$ cat src/rtl/kvt_pkg.sv
package kvt_pkg;

  // Operation codes
  localparam logic [1:0] OP_ADD    = 2'd0;
  localparam logic [1:0] OP_REMOVE = 2'd1;
  localparam logic [1:0] OP_CLEAR  = 2'd2;

  // Result status codes
  localparam logic [2:0] STAT_INSERTED  = 3'd0;
  localparam logic [2:0] STAT_UPDATED   = 3'd1;
  localparam logic [2:0] STAT_REMOVED   = 3'd2;
  localparam logic [2:0] STAT_NOT_FOUND = 3'd3;
  localparam logic [2:0] STAT_FULL      = 3'd4;
  localparam logic [2:0] STAT_CLEARED   = 3'd5;

  typedef struct packed {
    logic [1:0]         op;
    logic signed [31:0] key;
    logic signed [31:0] value;
  } in_item_t;

  typedef struct packed {
    logic [2:0] status;
    logic [4:0] entry_count;
  } out_item_t;

  // Contents of one table cell
  typedef struct packed {
    logic               valid;
    logic signed [31:0] key;
    logic signed [31:0] value;
  } kv_t;

  // Command broadcast to every cell
  typedef struct packed {
    logic               match_en;
    logic               update_en;
    logic               insert_en;
    logic               shift_en;
    logic               clear_en;
    logic signed [31:0] key;
    logic signed [31:0] value;
  } cmd_t;

endpackage

$ cat src/rtl/key_value_table_insert_update_remove_core.sv
// Associative key/value table, up to ENTRIES pairs of signed 32-bit keys and values.
// Input channel in_valid/in_ready/in_item carries one operation per item:
// add-or-update, remove by key, or clear. Every item yields exactly one result
// on out_valid/out_ready/out_item: a status code and the entry count after the op.
// Each item passes a match step, which compares the key in all cells at once and
// registers the hits, and then an apply step, which applies the change and loads
// the result into the output register. The next item can be accepted in the same
// cycle as the last one's apply step, but never during its match step.
// Entries are kept packed at the low end of the row; insert lands in the first
// free cell, remove shifts every cell above the hit down by one, handed from
// neighbor to neighbor.
// Reset (rst_n low, synchronous) empties the table and drops any pending item.
// When the receiver stalls, the result sits in the output register; the next
// item may still be accepted and matched, but its apply step waits until the
// output register frees up, and no further item is taken meanwhile.
module key_value_table_insert_update_remove_core
  import kvt_pkg::*;
#(
  parameter int ENTRIES = 16
) (
  input  logic      clk,
  input  logic      rst_n,
  input  logic      in_valid,
  output logic      in_ready,
  input  in_item_t  in_item,
  output logic      out_valid,
  input  logic      out_ready,
  output out_item_t out_item
);

  localparam int CNT_W = $clog2(ENTRIES + 1);

  // Sequencer states
  localparam logic [1:0] S_IDLE  = 2'd0;
  localparam logic [1:0] S_MATCH = 2'd1;
  localparam logic [1:0] S_APPLY = 2'd2;

  logic [1:0]       state_r, state_nxt;
  in_item_t         item_r;
  logic [CNT_W-1:0] count_r, count_nxt;
  logic             out_valid_r, out_valid_nxt;
  out_item_t        out_item_r;
  logic [2:0]       status;

  logic accept;
  logic out_free;
  logic apply_go;
  logic hit;
  logic full;
  cmd_t cmd;

  kv_t  cell_entry [ENTRIES];
  logic seen [ENTRIES+1];

  assign out_free = !out_valid_r || out_ready;
  assign apply_go = (state_r == S_APPLY) && out_free;
  assign in_ready = (state_r == S_IDLE) || apply_go;
  assign accept   = in_valid && in_ready;

  assign out_valid = out_valid_r;
  assign out_item  = out_item_r;

  // The hit chain leaves the top cell as "key present anywhere".
  assign hit  = seen[ENTRIES];
  assign full = (count_r == CNT_W'(ENTRIES));

  // Command to the row
  always_comb begin
    cmd.match_en  = (state_r == S_MATCH);
    cmd.update_en = apply_go && (item_r.op == OP_ADD) && hit;
    cmd.insert_en = apply_go && (item_r.op == OP_ADD) && !hit && !full;
    cmd.shift_en  = apply_go && (item_r.op == OP_REMOVE) && hit;
    cmd.clear_en  = apply_go && (item_r.op == OP_CLEAR);
    cmd.key       = item_r.key;
    cmd.value     = item_r.value;
  end

  // Row of cells; seen ripples upward from cell 0
  assign seen[0] = 1'b0;

  for (genvar i = 0; i < ENTRIES; i++) begin : g_cell
    kv_t  upper;
    logic lower_valid;

    if (i == ENTRIES - 1) begin : g_top
      assign upper = '0;
    end else begin : g_mid
      assign upper = cell_entry[i+1];
    end

    if (i == 0) begin : g_bot
      assign lower_valid = 1'b1;
    end else begin : g_up
      assign lower_valid = cell_entry[i-1].valid;
    end

    kvt_cell u_cell (
      .clk         (clk),
      .rst_n       (rst_n),
      .cmd         (cmd),
      .upper       (upper),
      .lower_valid (lower_valid),
      .seen_in     (seen[i]),
      .seen_out    (seen[i+1]),
      .entry       (cell_entry[i])
    );
  end

  // Status of the op in the apply step
  always_comb begin
    unique case (item_r.op)
      OP_ADD:    status = hit ? STAT_UPDATED : (full ? STAT_FULL : STAT_INSERTED);
      OP_REMOVE: status = hit ? STAT_REMOVED : STAT_NOT_FOUND;
      OP_CLEAR:  status = STAT_CLEARED;
      default:   status = STAT_NOT_FOUND;
    endcase
  end

  always_comb begin
    count_nxt = count_r;
    if (cmd.clear_en) begin
      count_nxt = '0;
    end else if (cmd.insert_en) begin
      count_nxt = count_r + CNT_W'(1);
    end else if (cmd.shift_en) begin
      count_nxt = count_r - CNT_W'(1);
    end
  end

  always_comb begin
    state_nxt = state_r;
    unique case (state_r)
      S_IDLE:  if (accept) state_nxt = S_MATCH;
      S_MATCH: state_nxt = S_APPLY;
      S_APPLY: begin
        if (apply_go) state_nxt = accept ? S_MATCH : S_IDLE;
      end
      default: state_nxt = S_IDLE;
    endcase
  end

  always_comb begin
    if (apply_go) begin
      out_valid_nxt = 1'b1;
    end else if (out_ready) begin
      out_valid_nxt = 1'b0;
    end else begin
      out_valid_nxt = out_valid_r;
    end
  end

  always_ff @(posedge clk) begin
    if (!rst_n) begin
      state_r     <= S_IDLE;
      count_r     <= '0;
      out_valid_r <= 1'b0;
    end else begin
      state_r     <= state_nxt;
      count_r     <= count_nxt;
      out_valid_r <= out_valid_nxt;
    end
  end

  always_ff @(posedge clk) begin
    if (accept) begin
      item_r <= in_item;
    end
    if (apply_go) begin
      out_item_r.status      <= status;
      out_item_r.entry_count <= 5'(count_nxt);
    end
  end

endmodule

$ cat src/rtl/kvt_cell.sv
module kvt_cell
  import kvt_pkg::*;
(
  input  logic clk,
  input  logic rst_n,
  input  cmd_t cmd,
  input  kv_t  upper,
  input  logic lower_valid,
  input  logic seen_in,
  output logic seen_out,
  output kv_t  entry
);

  logic               valid_r, valid_nxt;
  logic               match_r, match_nxt;
  logic signed [31:0] key_r, key_nxt;
  logic signed [31:0] value_r, value_nxt;

  // a hit here or in any lower cell
  assign seen_out = seen_in | match_r;

  assign entry.valid = valid_r;
  assign entry.key   = key_r;
  assign entry.value = value_r;

  always_comb begin
    valid_nxt = valid_r;
    key_nxt   = key_r;
    value_nxt = value_r;
    match_nxt = cmd.match_en ? (valid_r && (key_r == cmd.key)) : match_r;
    if (cmd.clear_en) begin
      valid_nxt = 1'b0;
    end else if (cmd.shift_en && seen_out) begin
      // close the hole: take the upper neighbor's entry
      valid_nxt = upper.valid;
      key_nxt   = upper.key;
      value_nxt = upper.value;
    end else if (cmd.insert_en && !valid_r && lower_valid) begin
      // first free cell of the packed row
      valid_nxt = 1'b1;
      key_nxt   = cmd.key;
      value_nxt = cmd.value;
    end else if (cmd.update_en && match_r) begin
      value_nxt = cmd.value;
    end
  end

  always_ff @(posedge clk) begin
    if (!rst_n) begin
      valid_r <= 1'b0;
      match_r <= 1'b0;
    end else begin
      valid_r <= valid_nxt;
      match_r <= match_nxt;
    end
  end

  always_ff @(posedge clk) begin
    key_r   <= key_nxt;
    value_r <= value_nxt;
  end

endmodule

$ cat config.mk
export PLATFORM = sky130hd
export DESIGN_NAME = key_value_table_insert_update_remove_core
export DESIGN_NICKNAME = d
export VERILOG_FILES = /design/src/rtl/kvt_pkg.sv /design/src/rtl/key_value_table_insert_update_remove_core.sv /design/src/rtl/kvt_cell.sv
export SDC_FILE = /design/constraint.sdc
export NUM_CORES = 1
export LEC_CHECK = 0
export BUFFER_PORTS_ARGS = -buffer_cell sky130_fd_sc_hd__buf_2
export CAP_MARGIN = 0
export CORE_ASPECT_RATIO = 2
export CORE_MARGIN = 2
export CORE_UTILIZATION = 40
export DETAILED_ROUTE_END_ITERATION = 10
export PLACE_DENSITY_LB_ADDON = 0.12
export SYNTH_ARGS = -nofsm -noshare
export SYNTH_HDL_FRONTEND = slang
export SYNTH_HIERARCHICAL = 1
export SYNTH_SLANG_ARGS = --single-unit
export TNS_END_PERCENT = 30
$ cat constraint.sdc
create_clock -name clk -period 11.2 [get_ports clk]
set_input_delay 2.8 -clock clk [delete_from_list [all_inputs] [get_ports clk]]
set_output_delay 2.8 -clock clk [all_outputs]
set_load 0.02 [all_outputs]
==> reports/results.ini, run 1 <==
[outcome]
outcome=completed

[logic_synthesis]
syn_inst=2147
ys_warn_count=6
synth_area_mm2=0.03193
avgSynthCellArea_um2=14.87

[worst_hold_path]
hold_end=g_cell[13].u_cell/match_r
min_from=g_cell[13].u_cell/match_r
min_path_cells=2
min_path_type=reg2reg

[sta]
worst_pin_slew_ns=0.9257
rsz0062_at_grt=no
fin_tns_setup_ns=0
hold_violations=0
max_slew_margin_pct=38.06
final-setup-viol-count=0
fin_crit_sh_pct=58.52
finalMaxSlewViolations=0
clock.fmax_mhz=152.6
fin_skew_ns=0.01791
min_period_ns=6.554

[cells_and_area]
final_nets=2324
diodes=0
stdcell_count=3331
drive_gt1_share_pct=33.94
fin_util_pct=43.69
fillers=7083
syn2layout_area_growth_pct=8.245

[drt]
ant_nets=0
via_count=16705
drt_iter0_drc=660
drt_first_pass_iters=5
wl_per_cell_um=18.27
viasPerCell=5.015
route.detailed.drc=0
drt_wl_total_um=60850

[critical_path]
path_class=reg2reg
worstPathRequired_ns=11.50
timing.reg2reg.worst_path_depth=22
cp_max_fo=35
worstPathArrival_ns=6.85
endpoint_kind=register
rrSetupSlack_ns=4.65
cp-start-kind=register
reg2reg_from=g_cell[0].u_cell/match_r
worst_r2r_endpoint=g_cell[3].u_cell/key_r[2]

[floorplan]
core_region_area_mm2=0.07910
boundaryPins=80
die_area_mm2=0.08223
die_h_um=403.5
initial_core_util_pct=40.36
num_rows=146
die_w_um=203.8

[clock_network]
insertion_delay_ns=0.60
post_cts_buffers=0
cts_hold_buf=0
htree_levels=2
cts_sinks=594
clockBufferDepth=3
cts_tree=yes
cts_buffers=55
clk_pin_slew_ns=0.06
clockRootBuffer=clkbuf_16
cts.repair.resized=0

[global_route]
grt_start_max_net_pins=53
overflow=0
grtUsageTotal_pct=14.92
grt_pass1_vias=18662
antenna_found_initial=0
grt_pass1_wl_um=96690

[pwr]
vdd.ir_drop.worst_v=0.0001308
p_leak_nw=11.00
fin_total_pwr_mw=4.637
pwr_density_cell_mw_per_mm2=134.2

[placed_design]
place_inst=3231
place_congestion=0.7342
numPortBuffers=47
dp_hpwl_um=45170

[run]
maxCapViolations=0

## flip-flops by register name, indices dropped and copies added (netlist names)
| register | cells |
|---|---|
| cmd | 32 |
| state_r | 2 |
| out_valid | 1 |
| g_cell.u_cell/key_r | 512 |
| g_cell.u_cell/match_r | 16 |
| item_r | 2 |
| count_r | 5 |
| g_cell.u_cell/valid_r | 16 |
| out_item | 8 |
## placed cells by master, fill, tap and decap left out, types with 26 or more instances in the layout
master and instances:
dfxtp_1 40, xor2_1 48, edfxtp_1 554, buf_4 52
a21oi_1 26, nor4_1 32, nor2_2 32, conb_1 36
xnor2_1 464, buf_2 47, mux2_2 512, clkbuf_16 55
nand4_1 128, nand2_1 35
## worst max-delay path by stage
stage	from	endpoint	slack, ns	cells past startpoint
detailed placement	g_cell[0].u_cell/match_r	g_cell[3].u_cell/key_r[9]	4.65	22
global route	g_cell[0].u_cell/match_r	g_cell[3].u_cell/key_r[2]	4.42	22
global placement	g_cell[0].u_cell/match_r	g_cell[3].u_cell/key_r[5]	4.66	22
finish	g_cell[0].u_cell/match_r	g_cell[3].u_cell/key_r[2]	4.65	22
CTS	g_cell[0].u_cell/match_r	g_cell[2].u_cell/key_r[11]	4.61	22
floorplan	g_cell[0].u_cell/match_r	g_cell[0].u_cell/key_r[0]	3.99	22
## layout make-up
type / count / area [um^2] / share of cell area (%)
flip-flops and latches: 594 / 17440 / 50.45
multi-input cells: 1481 / 13400 / 38.77
clock buffers: 66 / 1438 / 4.160
well taps: 1036 / 1296 / 3.751
repair buffers: 99 / 625.6 / 1.810
clock inverters: 34 / 285.3 / 0.8255
inverters: 21 / 78.83 / 0.2281
## routing by layer
metal	part of all wire [%]	GRT usage [%]
met1	31	12.64
met2	64	33.38
met3	1.9	1.524
met4	3.2	5.340
met5	0	0
## power breakdown
group,internal [mW],switching [mW],total (mW)
Combinational,0.167,0.173,0.340
Clock,1.03,0.821,1.85
Sequential,2.44,0.00777,2.45
## metrics by stage
| step | setup WS (ns) | cell area, um^2 | hold slack [ns] |
|---|---|---|---|
| 2_1_floorplan | 3.985 | 32050 | 0.4473 |
| 3_3_place_gp | 4.661 | 32840 | 0.4597 |
| 3_5_place_dp | 4.646 | 32840 | 0.4590 |
| 4_1_cts | 4.609 | 34560 | 0.4697 |
| 5_1_grt | 4.420 | 34560 | 0.4885 |
| 6_report | 4.646 | 34560 | 0.4700 |
## worst max-delay path: stages, from the launching register on
cell     delay (ns)
dfxtp_1        0.31
or2_4          0.26
or2_4          0.25
or2_4          0.25
or2_4          0.25
or2_4          0.25
or2_4          0.25
or2_4          0.25
or2_4          0.25
or2_4          0.25
or2_4          0.25
or2_4          0.25
or2_4          0.25
or2_4          0.25
or2_4          0.25
or2_4          0.25
or2_4          0.32
and2_1         0.22
and2_2         0.45
nand2_4        0.56
o21a_1         0.21
nor2_2         0.08
buf_4          0.29
Note: power is estimated with default switching activity, not from simulation.
==> run 2, diff against run 1 <==
==> constraint.sdc (replaced) <==
create_clock -name clk -period 6.4 [get_ports clk]
set_input_delay 1.6 -clock clk [delete_from_list [all_inputs] [get_ports clk]]
set_output_delay 1.6 -clock clk [all_outputs]
set_load 0.02 [all_outputs]
==> reports/results.ini, run 2 (synthesis results as in run 1) <==
[outcome]
outcome=completed

[drt]
drt_wl_total_um=63810  ; +4.9%
wl_per_cell_um=18.96  ; +3.8%
drt_first_pass_iters=5  ; unchanged
viasPerCell=5.052  ; +0.74%
drt_iter0_drc=555  ; -16%
ant_nets=0  ; unchanged
route.detailed.drc=0  ; unchanged
via_count=17006  ; +1.8%

[global_route]
grt_pass1_vias=18777  ; +0.62%
overflow=0  ; unchanged
antenna_found_initial=0  ; unchanged
grt_pass1_wl_um=99990  ; +3.4%
grtUsageTotal_pct=15.64  ; +0.72 points
grt_start_max_net_pins=36  ; -32%

[cells_and_area]
largest_register_ff_count=512  ; unchanged
fin_util_pct=44.52  ; +0.83 points
layout_common_cells=edfxtp_1 (554), mux2_2 (512), xnor2_1 (464), nand4_1 (128), clkbuf_16 (59)
drive_gt1_share_pct=34.29  ; +0.35 points
diodes=0  ; unchanged
largest_register=g_cell.u_cell/key_r
syn2layout_area_growth_pct=10.29
final_nets=2353  ; +1.2%
layout_commonest_cell=edfxtp_1
stdcell_count=3366  ; +1.1%

[clock_network]
insertion_delay_ns=0.64  ; +0.04 ns
clockRootBuffer=clkbuf_16
cts_tree=yes
htree_levels=2  ; unchanged
cts.repair.resized=0  ; unchanged
clockBufferDepth=3  ; unchanged
cts_buffers=58  ; +5.5%
post_cts_buffers=0  ; unchanged
cts_sinks=594  ; unchanged
cts_hold_buf=0  ; unchanged
clk_pin_slew_ns=0.06  ; about the same

[floorplan]
initial_core_util_pct=40.36  ; unchanged
die_area_mm2=0.08223  ; unchanged
core_region_area_mm2=0.07910  ; unchanged
boundaryPins=80  ; unchanged
num_rows=146  ; unchanged
die_w_um=203.8  ; unchanged
die_h_um=403.5  ; unchanged

[placed_design]
dp_hpwl_um=47010  ; +4.1%
preCtsSetupSlack_ns=0.2772  ; -4.369 ns
place_congestion=0.7525  ; +2.5%
numPortBuffers=47  ; unchanged
place_inst=3257  ; +0.80%

[critical_path]
endpoint_kind=register
cp-start-kind=register
cp_max_fo=19  ; -46%
critical_path.max_stage_delay_ns=0.35  ; -0.21 ns
worstPathRequired_ns=6.78  ; -4.72 ns
path_class=reg2reg
critical-path-slowest-cell=mux2_2
crit_top_cell=or2_4
worstPathCellList=or2_4, or2_4, or2_4, or2_4, or2_4, or2_4, or2_4, or2_4, or2_4, or2_4, or2_4, or2_4, or2_4, or2_4, or2_4, or2_4, and2_1, and2_2, buf_12, nand2_4, buf_12, mux2_2
worstPathArrival_ns=6.51  ; -0.34 ns

[sta]
finalMaxSlewViolations=0  ; unchanged
final-setup-viol-count=0  ; unchanged
fin_tns_setup_ns=0  ; unchanged
fin_skew_ns=0.02220  ; +0.004290 ns
rsz0062_at_grt=no
clock.fmax_mhz=163.0  ; +6.8%
min_period_ns=6.136  ; -0.4179 ns
worst_pin_slew_ns=0.8733  ; -0.05245 ns
fin_ws_ns=0.2640  ; -4.382 ns
hold_violations=0  ; unchanged
max_slew_margin_pct=41.57  ; +3.5 points
fin_crit_sh_pct=95.87  ; +37 points

[pwr]
pwr_density_cell_mw_per_mm2=232.0  ; +73%
fin_total_pwr_mw=8.169  ; +76%
vdd.ir_drop.worst_v=0.0001796  ; +37%
p_leak_nw=11.25  ; +2.2%

[run]
maxCapViolations=0  ; unchanged

[worst_hold_path]
min_path_type=reg2reg

[run 2: cell count changes in the layout (fill, tap and decap cells not counted)]
cell	previous run	this run
buf_12	0	33
clkinv_1	11	8
clkbuf_8	2	5
clkinv_2	17	5
and3_1	3	2
and3_4	0	1
clkbuf_1	9	29
nor2_4	0	1
clkinvlp_4	0	1
clkbuf_16	55	59
buf_4	52	45
nor2_1	7	6
bufinv_16	5	1
[run 2: final cells by class]
class	instances	area [um^2]
Fill cell	7078	43890
Sequential cell	594	17440
Multi-Input combinational cell	1481	13410
Clock buffer	93	1654
Tap cell	1036	1296
Timing Repair Buffer	125	1234
Clock inverter	16	101.3
Inverter	21	78.83
[run 2: routing by layer]
metal / track usage (%) / part of all wire [%]
met5: 0 / 0
met4: 5.955 / 3.5
met3: 1.943 / 2.2
met2: 34.74 / 64
met1: 13.09 / 31
[run 2: path summary, 6_finish.rpt]
| kind | startpoint | slack [ns] | cells past startpoint | end |
|---|---|---|---|---|
| setup / recovery | g_cell[0].u_cell/match_r | 0.26 | 22 | g_cell[10].u_cell/key_r[11] |
| hold / removal | g_cell[4].u_cell/match_r | 0.47 | 2 | g_cell[4].u_cell/match_r |
| hold reg to reg | g_cell[4].u_cell/match_r | 0.47 | 2 | g_cell[4].u_cell/match_r |
| setup reg to reg | g_cell[0].u_cell/match_r | 0.26 | 22 | g_cell[10].u_cell/key_r[11] |
[run 2: worst max-delay path, delay by kind of cell, from the launching register on]
| kind | cells | cell delay, ns |
|---|---|---|
| buffers and inverters | 2 | 0.40 |
| and+or+nand+nor | 19 | 4.79 |
| muxes | 1 | 0.35 |
| DFF | 1 | 0.31 |
[run 2: stage by stage]
| stage | cell area (um^2) | hold slack (ns) |
|---|---|---|
| floorplan | 32080 | 0.4473 |
| global placement | 33460 | 0.4641 |
| detailed placement | 33460 | 0.4606 |
| CTS | 35210 | 0.4726 |
| global route | 35210 | 0.4891 |
| finish | 35210 | 0.4732 |
[run 2: where the power goes]
part	leakage [nW]	internal [mW]	total, mW	switching, mW
Sequential	5.33	4.28	4.29	0.0147
Clock	0.848	1.80	3.27	1.47
Combinational	5.07	0.297	0.605	0.308
Total	11.2	6.37	8.17	1.80
==> run 3, diff against run 2 <==
--- a/config.mk
+++ b/config.mk
@@ -5,6 +5,7 @@
 export SDC_FILE = /design/constraint.sdc
 export NUM_CORES = 1
 export LEC_CHECK = 0
+export ABC_AREA = 1
 export BUFFER_PORTS_ARGS = -buffer_cell sky130_fd_sc_hd__buf_2
 export CAP_MARGIN = 0
 export CORE_ASPECT_RATIO = 2
==> constraint.sdc (replaced) <==
create_clock -name clk -period 7.85 [get_ports clk]
set_input_delay 1.9625 -clock clk [delete_from_list [all_inputs] [get_ports clk]]
set_output_delay 1.9625 -clock clk [all_outputs]
set_load 0.02 [all_outputs]
==> reports/results.ini, run 3 <==
[outcome]
outcome=completed

[critical_path]
path_class=reg2reg
worstPathCellList=or2_4, or2_4, or2_4, or2_4, or2_4, or2_4, or2_4, or2_4, or2_4, or2_4, or2_4, or2_4, or2_4, or2_4, or2_4, or2_4, inv_1, nand3_1, nor2_4, nand2_4, inv_4, a31oi_4, nor2_4
cp-start-kind=register
rrSetupSlack_ns=1.42  ; +1.16 ns
worstPathRequired_ns=8.10  ; +1.32 ns
critical_path_depth=23  ; +4.5%
crit_top_cell=or2_4
cp_top_family=simple AND/OR/NAND/NOR gates
reg2reg_from=g_cell[0].u_cell/match_r
worst_r2r_endpoint=g_cell[0].u_cell/key_r[16]
cp_max_fo=32  ; +13
path_buf_inv=2  ; unchanged
critical_path.max_stage_delay_ns=0.76  ; +0.41 ns
critical-path-slowest-cell=nor2_4
timing.reg2reg.worst_path_depth=23  ; +4.5%
worstPathArrival_ns=6.67  ; +0.16 ns
endpoint_kind=register

[global_route]
grt_pass1_vias=24209  ; +29%
antenna_found_initial=1  ; +1
grt_pass1_wl_um=121800  ; +22%
grt_start_max_net_pins=53  ; +47%
grtUsageTotal_pct=16.97  ; +1.3 points
overflow=0  ; unchanged

[clock_network]
cts_hold_buf=0  ; unchanged
cts.repair.resized=0  ; unchanged
clockRootBuffer=clkbuf_16
clk_pin_slew_ns=0.06  ; about the same
htree_levels=2  ; unchanged
cts_buffers=58  ; unchanged
insertion_delay_ns=0.64  ; about the same
clockBufferDepth=3  ; unchanged
cts_sinks=594  ; unchanged
post_cts_buffers=0  ; unchanged
cts_tree=yes

[worst_hold_path]
min_from=g_cell[13].u_cell/match_r
min_path_cells=2  ; unchanged
hold_end=g_cell[13].u_cell/match_r
min_path_type=reg2reg

[sta]
final-setup-viol-count=0  ; unchanged
fin_skew_ns=0.02423  ; +0.002035 ns
worst_pin_slew_ns=1.128  ; +0.2548 ns
finalMaxSlewViolations=0  ; unchanged
fin_tns_setup_ns=0  ; unchanged
clock.fmax_mhz=155.6  ; -4.5%
max_slew_margin_pct=24.80  ; -17 points
min_period_ns=6.428  ; +0.2916 ns
rsz0062_at_grt=no
fin_crit_sh_pct=81.88  ; -14 points
hold_violations=0  ; unchanged

[pwr]
vdd.ir_drop.worst_v=0.0002050  ; +14%
p_leak_nw=16.15  ; +44%
p_clk_share_pct=40.1  ; about the same
pwr_density_cell_mw_per_mm2=178.1  ; -23%
switching_share_pct=23.36  ; +1.4 points
seqPwrFrac_pct=52.7  ; +0.2 points
power.internal_mw=5.142  ; -19%
p_sw_mw=1.568  ; -13%
combPwrFrac_pct=7.2  ; -0.2 points

[floorplan]
core_region_area_mm2=0.08786  ; +11%
initial_core_util_pct=40.19  ; -0.17 points
boundaryPins=80  ; unchanged
die_area_mm2=0.09082  ; +10%
num_rows=154  ; +5.5%
die_h_um=424.2  ; +5.1%
die_w_um=214.1  ; +5.1%

[cells_and_area]
layout_common_cells=nand2_1 (1728), inv_1 (660), edfxtp_1 (554), nor2_1 (279)
diodes=0  ; unchanged
largest_register_ff_count=512  ; unchanged
drive_gt1_share_pct=10.81  ; -23 points
layout_commonest_cell=nand2_1
syn2layout_area_growth_pct=6.714
final_nets=4394  ; +87%
largest_register=g_cell.u_cell/key_r
fillers=9075  ; +28%
stdcell_count=5536  ; +64%

[placed_design]
dp_hpwl_um=60040  ; +28%
numPortBuffers=47  ; unchanged
place_congestion=0.7449  ; -1.0%
place_inst=5432  ; +67%

[logic_synthesis]
synth_area_mm2=0.03531  ; +11%
ys_warn_count=6  ; unchanged
syn_inst=4329  ; +100%
avgSynthCellArea_um2=8.157  ; -45%

[drt]
drt_iter0_drc=1118  ; +100%
viasPerCell=4.445  ; -12%
ant_nets=0  ; unchanged
route.detailed.drc=0  ; unchanged
drt_wl_total_um=76880  ; +20%
via_count=24610  ; +45%
drt_first_pass_iters=5  ; unchanged
wl_per_cell_um=13.89  ; -27%

[run]
maxCapViolations=0  ; unchanged

[run 3: layout make-up]
type | instances | area [um^2] | area share [%]
inverters | 680 | 2555 | 6.780
multi-input cells | 2910 | 14020 | 37.19
flip-flops and latches | 594 | 17440 | 46.27
well taps | 1170 | 1464 | 3.885
clock buffers | 80 | 1585 | 4.207
clock inverters | 24 | 158.9 | 0.4217
repair buffers | 78 | 467.9 | 1.242
[run 3: worst max path at each step]
stage               slack [ns]                         end                      from
floorplan                 1.21   g_cell[0].u_cell/key_r[0]  g_cell[0].u_cell/match_r
global placement          1.44   g_cell[0].u_cell/key_r[6]  g_cell[0].u_cell/match_r
detailed placement        1.41   g_cell[0].u_cell/key_r[6]  g_cell[0].u_cell/match_r
CTS                       1.38  g_cell[0].u_cell/key_r[16]  g_cell[0].u_cell/match_r
global route              1.16  g_cell[3].u_cell/key_r[29]  g_cell[0].u_cell/match_r
finish                    1.42  g_cell[0].u_cell/key_r[16]  g_cell[0].u_cell/match_r
[run 3: stage by stage]
stage | setup slack [ns] | power, mW | utilization, % | instance area, um^2 | hold slack (ns)
2_1_floorplan | 1.205 | 3.973 | - | 35440 | 0.4422
3_3_place_gp | 1.441 | 4.085 | 40.90 | 35940 | 0.4507
3_5_place_dp | 1.409 | 4.095 | 40.90 | 35940 | 0.4571
4_1_cts | 1.383 | 6.833 | 42.89 | 37680 | 0.4666
5_1_grt | 1.164 | 7.004 | 42.89 | 37680 | 0.4984
6_report | 1.422 | 6.710 | 42.89 | 37680 | 0.4645
[run 3: power groups by stage]
stage          Clock (mW)  Combinational (mW)  Sequential [mW]
5_1_grt              2.90               0.564             3.54
3_3_place_gp            0               0.484             3.60
4_1_cts              2.80               0.496             3.53
2_1_floorplan           0               0.343             3.63
6_report             2.69               0.485             3.53
3_5_place_dp            0               0.493             3.60
[run 3: worst min-delay path, stage by stage (launching register included)]
cell and delay, ns:
dfxtp_1 0.31, nand2_1 0.06, a21oi_1 0.05
[run 3: layer usage]
| metal | vias to the layer above | global-route usage, % | share of wire, % |
|---|---|---|---|
| li1 | 13393 | - | - |
| met1 | 10939 | 14.17 | 32 |
| met2 | 186 | 39.19 | 63 |
| met3 | 92 | 1.702 | 1.9 |
| met4 | 0 | 4.896 | 2.7 |
| met5 | - | 0 | 0 |
